`config.mk`:
```
export PLATFORM = sky130hd
export DESIGN_NAME = are_div
export DESIGN_NICKNAME = d
export VERILOG_FILES = /design/src/rtl/are_pkg.sv /design/src/rtl/are_div.sv
export SDC_FILE = /design/constraint.sdc
export NUM_CORES = 1
export LEC_CHECK = 0
export CELL_PAD_IN_SITES_DETAIL_PLACEMENT = 1
export CELL_PAD_IN_SITES_GLOBAL_PLACEMENT = 2
export CORE_MARGIN = 4
export CORE_UTILIZATION = 35
export CTS_CLUSTER_DIAMETER = 100
export DETAILED_ROUTE_END_ITERATION = 16
export DONT_BUFFER_PORTS = 1
export GPL_ROUTABILITY_DRIVEN = 0
export PLACE_DENSITY = 0.75
export SYNTH_ARGS = -nofsm -noshare
export SYNTH_HDL_FRONTEND = slang
export SYNTH_SLANG_ARGS = --single-unit
```
`constraint.sdc`:
```
create_clock -name clk -period 2.4 [get_ports clk]
set_clock_uncertainty 0.05 [all_clocks]
set_input_delay 0.48 -clock clk [delete_from_list [all_inputs] [get_ports clk]]
set_output_delay 0.48 -clock clk [all_outputs]
set_load 0.01 [all_outputs]
```
`src/rtl/are_pkg.sv`:
```
// Shared types, constants and codes of the adaptive range encoder.
`timescale 1ns / 1ps
`default_nettype none
package are_pkg;

    localparam int CF_W            = 15;
    localparam int LOW_W           = 32;
    localparam int DIV_STEPS       = 32;
    localparam int DEF_MAX_SYMBOLS = 256;
    localparam int DEF_NUM_SYMBOLS = 256;
    localparam int NSYM_W          = 9;
    localparam int CAP_W           = 31;
    localparam int CFG_IDX_W       = 2;

    localparam logic [CF_W-1:0]  RESCALE_LIMIT = 15'h3FFF;
    localparam logic [LOW_W-1:0] RANGE_FLOOR   = 32'h0080_0000;
    localparam logic [LOW_W-1:0] RANGE_FULL    = 32'hFFFF_FFFF;
    localparam logic [LOW_W-1:0] POS_MAX       = 32'hFFFF_FFFF;
    localparam logic [CAP_W-1:0] DEF_CAPACITY  = 31'h7FFF_FFFF;

    localparam logic [CFG_IDX_W-1:0] CFG_NUM_SYMBOLS  = 2'd0;
    localparam logic [CFG_IDX_W-1:0] CFG_OUT_CAPACITY = 2'd1;

    typedef enum logic [1:0] {
        OP_START  = 2'd0,
        OP_SYMBOL = 2'd1,
        OP_RAW    = 2'd2,
        OP_FLUSH  = 2'd3
    } op_t;

    typedef enum logic [3:0] {
        ST_INIT,
        ST_IDLE,
        ST_RD_LO,
        ST_RD_HI,
        ST_DIV,
        ST_MUL_LOW,
        ST_MUL_RANGE,
        ST_RENORM,
        ST_STATUS,
        ST_BUMP,
        ST_HALVE,
        ST_RAW,
        ST_FLUSH
    } state_t;

    typedef struct packed {
        logic             start;
        logic [LOW_W-1:0] dividend;
        logic [CF_W-1:0]  divisor;
    } div_req_t;

    typedef struct packed {
        logic             done;
        logic [LOW_W-1:0] quotient;
    } div_rsp_t;

endpackage
`default_nettype wire

```
`src/rtl/are_div.sv`:
```
// Restoring divider, one quotient bit per cycle.
`timescale 1ns / 1ps
`default_nettype none
module are_div (
    input  wire logic             clk,
    input  wire logic             rst_n,
    input  wire are_pkg::div_req_t req,
    output are_pkg::div_rsp_t     rsp
);
    import are_pkg::*;

    localparam int CNT_W = $clog2(DIV_STEPS);

    logic             busy_reg, busy_next;
    logic             done_reg, done_next;
    logic [CNT_W-1:0] cnt_reg, cnt_next;
    logic [LOW_W-1:0] quo_reg, quo_next;
    logic [CF_W-1:0]  rem_reg, rem_next;
    logic [CF_W-1:0]  dvs_reg, dvs_next;

    logic [CF_W:0]    rem_sh;
    logic [CF_W+1:0]  diff;
    logic             ge;

    always_comb
    begin
        rem_sh    = {rem_reg, quo_reg[LOW_W-1]};
        diff      = {1'b0, rem_sh} - {2'b00, dvs_reg};
        ge        = ~diff[CF_W+1];
        busy_next = busy_reg;
        done_next = 1'b0;
        cnt_next  = cnt_reg;
        quo_next  = quo_reg;
        rem_next  = rem_reg;
        dvs_next  = dvs_reg;
        if (req.start)
        begin
            busy_next = 1'b1;
            cnt_next  = '0;
            quo_next  = req.dividend;
            rem_next  = '0;
            dvs_next  = req.divisor;
        end
        else if (busy_reg)
        begin
            rem_next = ge ? diff[CF_W-1:0] : rem_sh[CF_W-1:0];
            quo_next = {quo_reg[LOW_W-2:0], ge};
            cnt_next = cnt_reg + 1'b1;
            if (cnt_reg == CNT_W'(DIV_STEPS - 1))
            begin
                busy_next = 1'b0;
                done_next = 1'b1;
            end
        end
    end

    always_ff @(posedge clk or negedge rst_n)
    begin
        if (!rst_n)
        begin
            busy_reg <= 1'b0;
            done_reg <= 1'b0;
            cnt_reg  <= '0;
            quo_reg  <= '0;
            rem_reg  <= '0;
            dvs_reg  <= '0;
        end
        else
        begin
            busy_reg <= busy_next;
            done_reg <= done_next;
            cnt_reg  <= cnt_next;
            quo_reg  <= quo_next;
            rem_reg  <= rem_next;
            dvs_reg  <= dvs_next;
        end
    end

    assign rsp.done     = done_reg;
    assign rsp.quotient = quo_reg;

endmodule
`default_nettype wire

```
==> results <==
- The run finished, with violations left.
- The checks that failed: negative setup slack.
- The die width is 112.6 microns.
- The number of buffers inserted by port buffering is 0.
- The distinct cell type count of the synthesized netlist is 46.
- The total nets after synthesis is 466.
- Of all flip-flops after synthesis, the portion carrying an async set or reset was 1.000.
- The tree is rooted in a clkbuf_8.
- Of the post-synthesis cell area, the dominant cell type holds 0.4508.
- The number of design rule violations left after detail routing is 0.
- The number of antenna repair diodes is 0.
- The clock latency at the later pin of the worst-skew pair is 0.35 ns.
- Setup repair after global routing could not meet its margin everywhere.
- The library cells used most frequently in the layout, excluding fill and tap cells, are 68 x dfrtp_1, 52 x nand2_1, 44 x o21ai_0, 41 x mux2i_1, 21 x nor2_1.
- The worst-case vdd ir drop is 314.1 uV.
- The via count of the first global-routing pass came to 3048.
- The number of enable flip-flop cells after synthesis is 0.
- The clock transition at the registers of the reported paths is 0.08 ns.
- The upper clock frequency limit is 0.4066 GHz.
- The number of max-slew violations in the final report is 0.
- The worst min-delay path class is in2reg.
- After the first detailed-routing iteration, the DRC count stood at 99.
- The first global-routing pass estimated 15.79 mm of wire.
- Of the cells placed in the final design, the portion with a size suffix greater than 1 is 0.1432.
- The number of buffer and inverter instances along the worst setup path is 5.
- The area growth from synthesis to layout is 14.44%.
- The area of all placed cells without fillers is 4383 sq um.
- The largest stage delay on the critical path is 0.38 ns.
- The final clock period utilization by the worst path is 1.025.
- The layout has 1200 filler cells.
- The chip height is 112.6 microns.
- Total power for the finished layout comes to 4.136 mW.
- The slack of the worst reg-to-reg path is -0.06 ns.
- The post-route core utilization is 0.4171.
- The cell row count is 37.
- The floorplan step defined a core boundary enclosing 10510 sq um.
- For this run the aggregate overflow at the end of global routing stands at 0.
- The Yosys step of the flow raised 0 warnings.
- The final number of hold-violating endpoints was 0.
- The category of the most critical setup path is reg2reg.
- In this run the remaining antenna-violating nets after routing total 0.
- The maximum number of pins on one net before global-route repair is 116.
- In the synthesized netlist the dominant register cell turns out to be dfrtp_1.
- The register with the most flip-flops in the layout has 32 of them.
- The worst reg2reg path startpoint is quo_reg[31].
- The instance area after placement is 4035 sq um.
- The worst setup path is launched from a flop.
- The initial antenna violation count came to 0.
- The CTS tree is built.
- The max-cap violation count is 0.
- The buffer levels on the longest clock path is 2.
- The capture point of the worst reg-to-reg path is rem_reg[7].
- In the synthesized netlist, the number of instances is 398.
- The highest net fanout along the worst path is 6.
- The worst endpoint required time is 2.57 ns.
- The nature of the critical path endpoint is a flop.
- For this design the static power due to leakage is 2.223 nW.
- The critical path's slowest cell is dfrtp_1.
- The clock sink count is 69.
- Summed over all layers, the routed wires come to 9.525 mm.
- The worst slack at placement is -0.1661 ns.
- The final-report setup violation count is 10.
- The critical path arrival is 2.63 ns.
- In this run the worst setup path begins at quo_reg[31].
- The cell type contributing the most total cell area after synthesis is dfrtp_1.
- The actual transition at the worst max-transition pin is 0.5825 ns.
- The count of H-tree levels built during CTS is 3.
- Dividing the synthesized area by the synthesized cell count gives 9.623 sq um.
- The power density normalized to cell area is 943.6 nW/um^2.
- Pin placement for this block handled 83 I/O pins.
- The starting utilization of the core area is 0.3644.
- Leaving out fill and tap cells, the most frequent cell in the layout is dfrtp_1.
- Walking the worst path, the cells encountered are inv_1, ha_2, inv_2, fa_2, a211oi_2, o211ai_1, a21o_2, a21oi_4, buf_4, clkbuf_16, buf_4, o31ai_1.
- Once routing completed, OpenROAD measured the worst setup slack at -0.05913 ns.
- The worst relative slew slack is 0.6116.
- For this run, the total global-route usage over all layers was measured as 0.1529.
- Dividing the detail-routed wire length by the instance count gives 17.38 microns.
- The number of logic stages on the critical path including buffering is 12.
- The worst reg2reg path depth is 12.
- The routed design could run at a clock period as short as 2.459 ns.
- The HPWL after detailed placement is 6.516 mm.
- The number of synthesized register bits is 69.
- At the end of the flow, the number of nets in the layout was 475.
- The number of vias per cell is 5.226.
- The most prevalent standard cell on the critical path is buf_4.
- The die footprint is 12680 sq um.
- The netlist area before placement is 3830 sq um.
- By area the synthesized netlist is led by dfrtp_1 45%, mux2i_1 11%, o21ai_0 5.7%.
- The number of buffers created by CTS is 9.
- The critical path ends at rem_reg[7].
- The number of detailed-routing iterations run before antenna repair is 4.
- The share of the Yosys chip area taken by registers is 0.4508.
- Detailed routing inserted a total of 2864 vias.
- Grouping stages by cell kind, the critical path spends the most delay in compound AO/OA/AOI/OAI gates.
## cell type report
cell class | count | area (sq um) | area share
Clock inverter | 5 | 58.81 | 0.01342
Inverter | 19 | 71.32 | 0.01627
Timing Repair Buffer | 26 | 264.0 | 0.06023
Sequential cell | 69 | 1728 | 0.3942
Multi-Input combinational cell | 282 | 1939 | 0.4425
Clock buffer | 11 | 151.4 | 0.03454
Tap cell | 136 | 170.2 | 0.03882
## cell usage after synthesis (all sizes together), types with 2 or more instances
| cell type | number |
|---|---|
| nand4 | 2 |
| clkbuf | 15 |
| dfrtp | 69 |
| o21ai | 50 |
| ha | 17 |
| o211ai | 3 |
| and3 | 2 |
| xnor2 | 7 |
| inv | 19 |
| a211oi | 11 |
| buf | 13 |
| a21o | 10 |
| nor3b | 5 |
| nand3 | 8 |
| xor2 | 8 |
| nor2 | 21 |
| o31ai | 6 |
| a31oi | 3 |
| nand2b | 3 |
| a41oi | 4 |
| mux2i | 41 |
| nand2 | 54 |
| a21oi | 13 |
## what timing repair did
action | CTS | global route
buffers inserted | 1 | 4
setup endpoints to repair | 10 | 16
endpoints found under the hold margin | 69 | 0
hold buffers | 2 | 0
resized for setup | 2 | 7
pin swaps | 4 | 2
cloned | 0 | 1
## power by group
part,total [mW],internal [mW],switching [mW]
logic,1.65,0.830,0.820
registers,1.49,1.32,0.166
clock network,0.998,0.536,0.461
total,4.14,2.69,1.45
## logic make-up after synthesis
| logic type | synth area share |
|---|---|
| AO/OA/AOI/OAI | 0.1813 |
| adder cells (fa/ha/maj) | 0.06076 |
| flip-flops | 0.4508 |
| multiplexers | 0.1101 |
| buffers and inverters | 0.05227 |
| XOR/XNOR | 0.03430 |
| AND/OR/NAND/NOR | 0.1104 |
## worst min-delay path by stage
stage	start	endpoint	slack, ns	depth (start not counted)
2_1_floorplan	rst_n	busy_reg	0.13	0
3_3_place_gp	rst_n	quo_reg[18]	0.14	0
3_5_place_dp	rst_n	quo_reg[18]	0.14	0
4_1_cts	req[47]	rem_reg[3]	0.12	1
5_1_grt	req[47]	rem_reg[1]	0.12	1
6_report	req[47]	cnt_reg[4]	0.18	1
## per-stage QoR
step	TNS, ns	hold slack, ns	cells
2_1_floorplan	0	0.1344	398
3_3_place_gp	-0.3396	0.1365	524
3_5_place_dp	-0.9742	0.1362	524
4_1_cts	0	0.1232	543
5_1_grt	-2.441	0.1184	548
6_report	-0.2863	0.1774	548
## routing by layer
metal / part of all wire / vias up / GRT usage
li1: - / 1416 / -
met1: 0.46 / 1379 / 0.2035
met2: 0.49 / 58 / 0.2433
met3: 0.042 / 11 / 0.03019
met4: 0.016 / 0 / 0.06250
met5: 0 / - / 0
No activity file was read; power rests on OpenSTA's default activity.
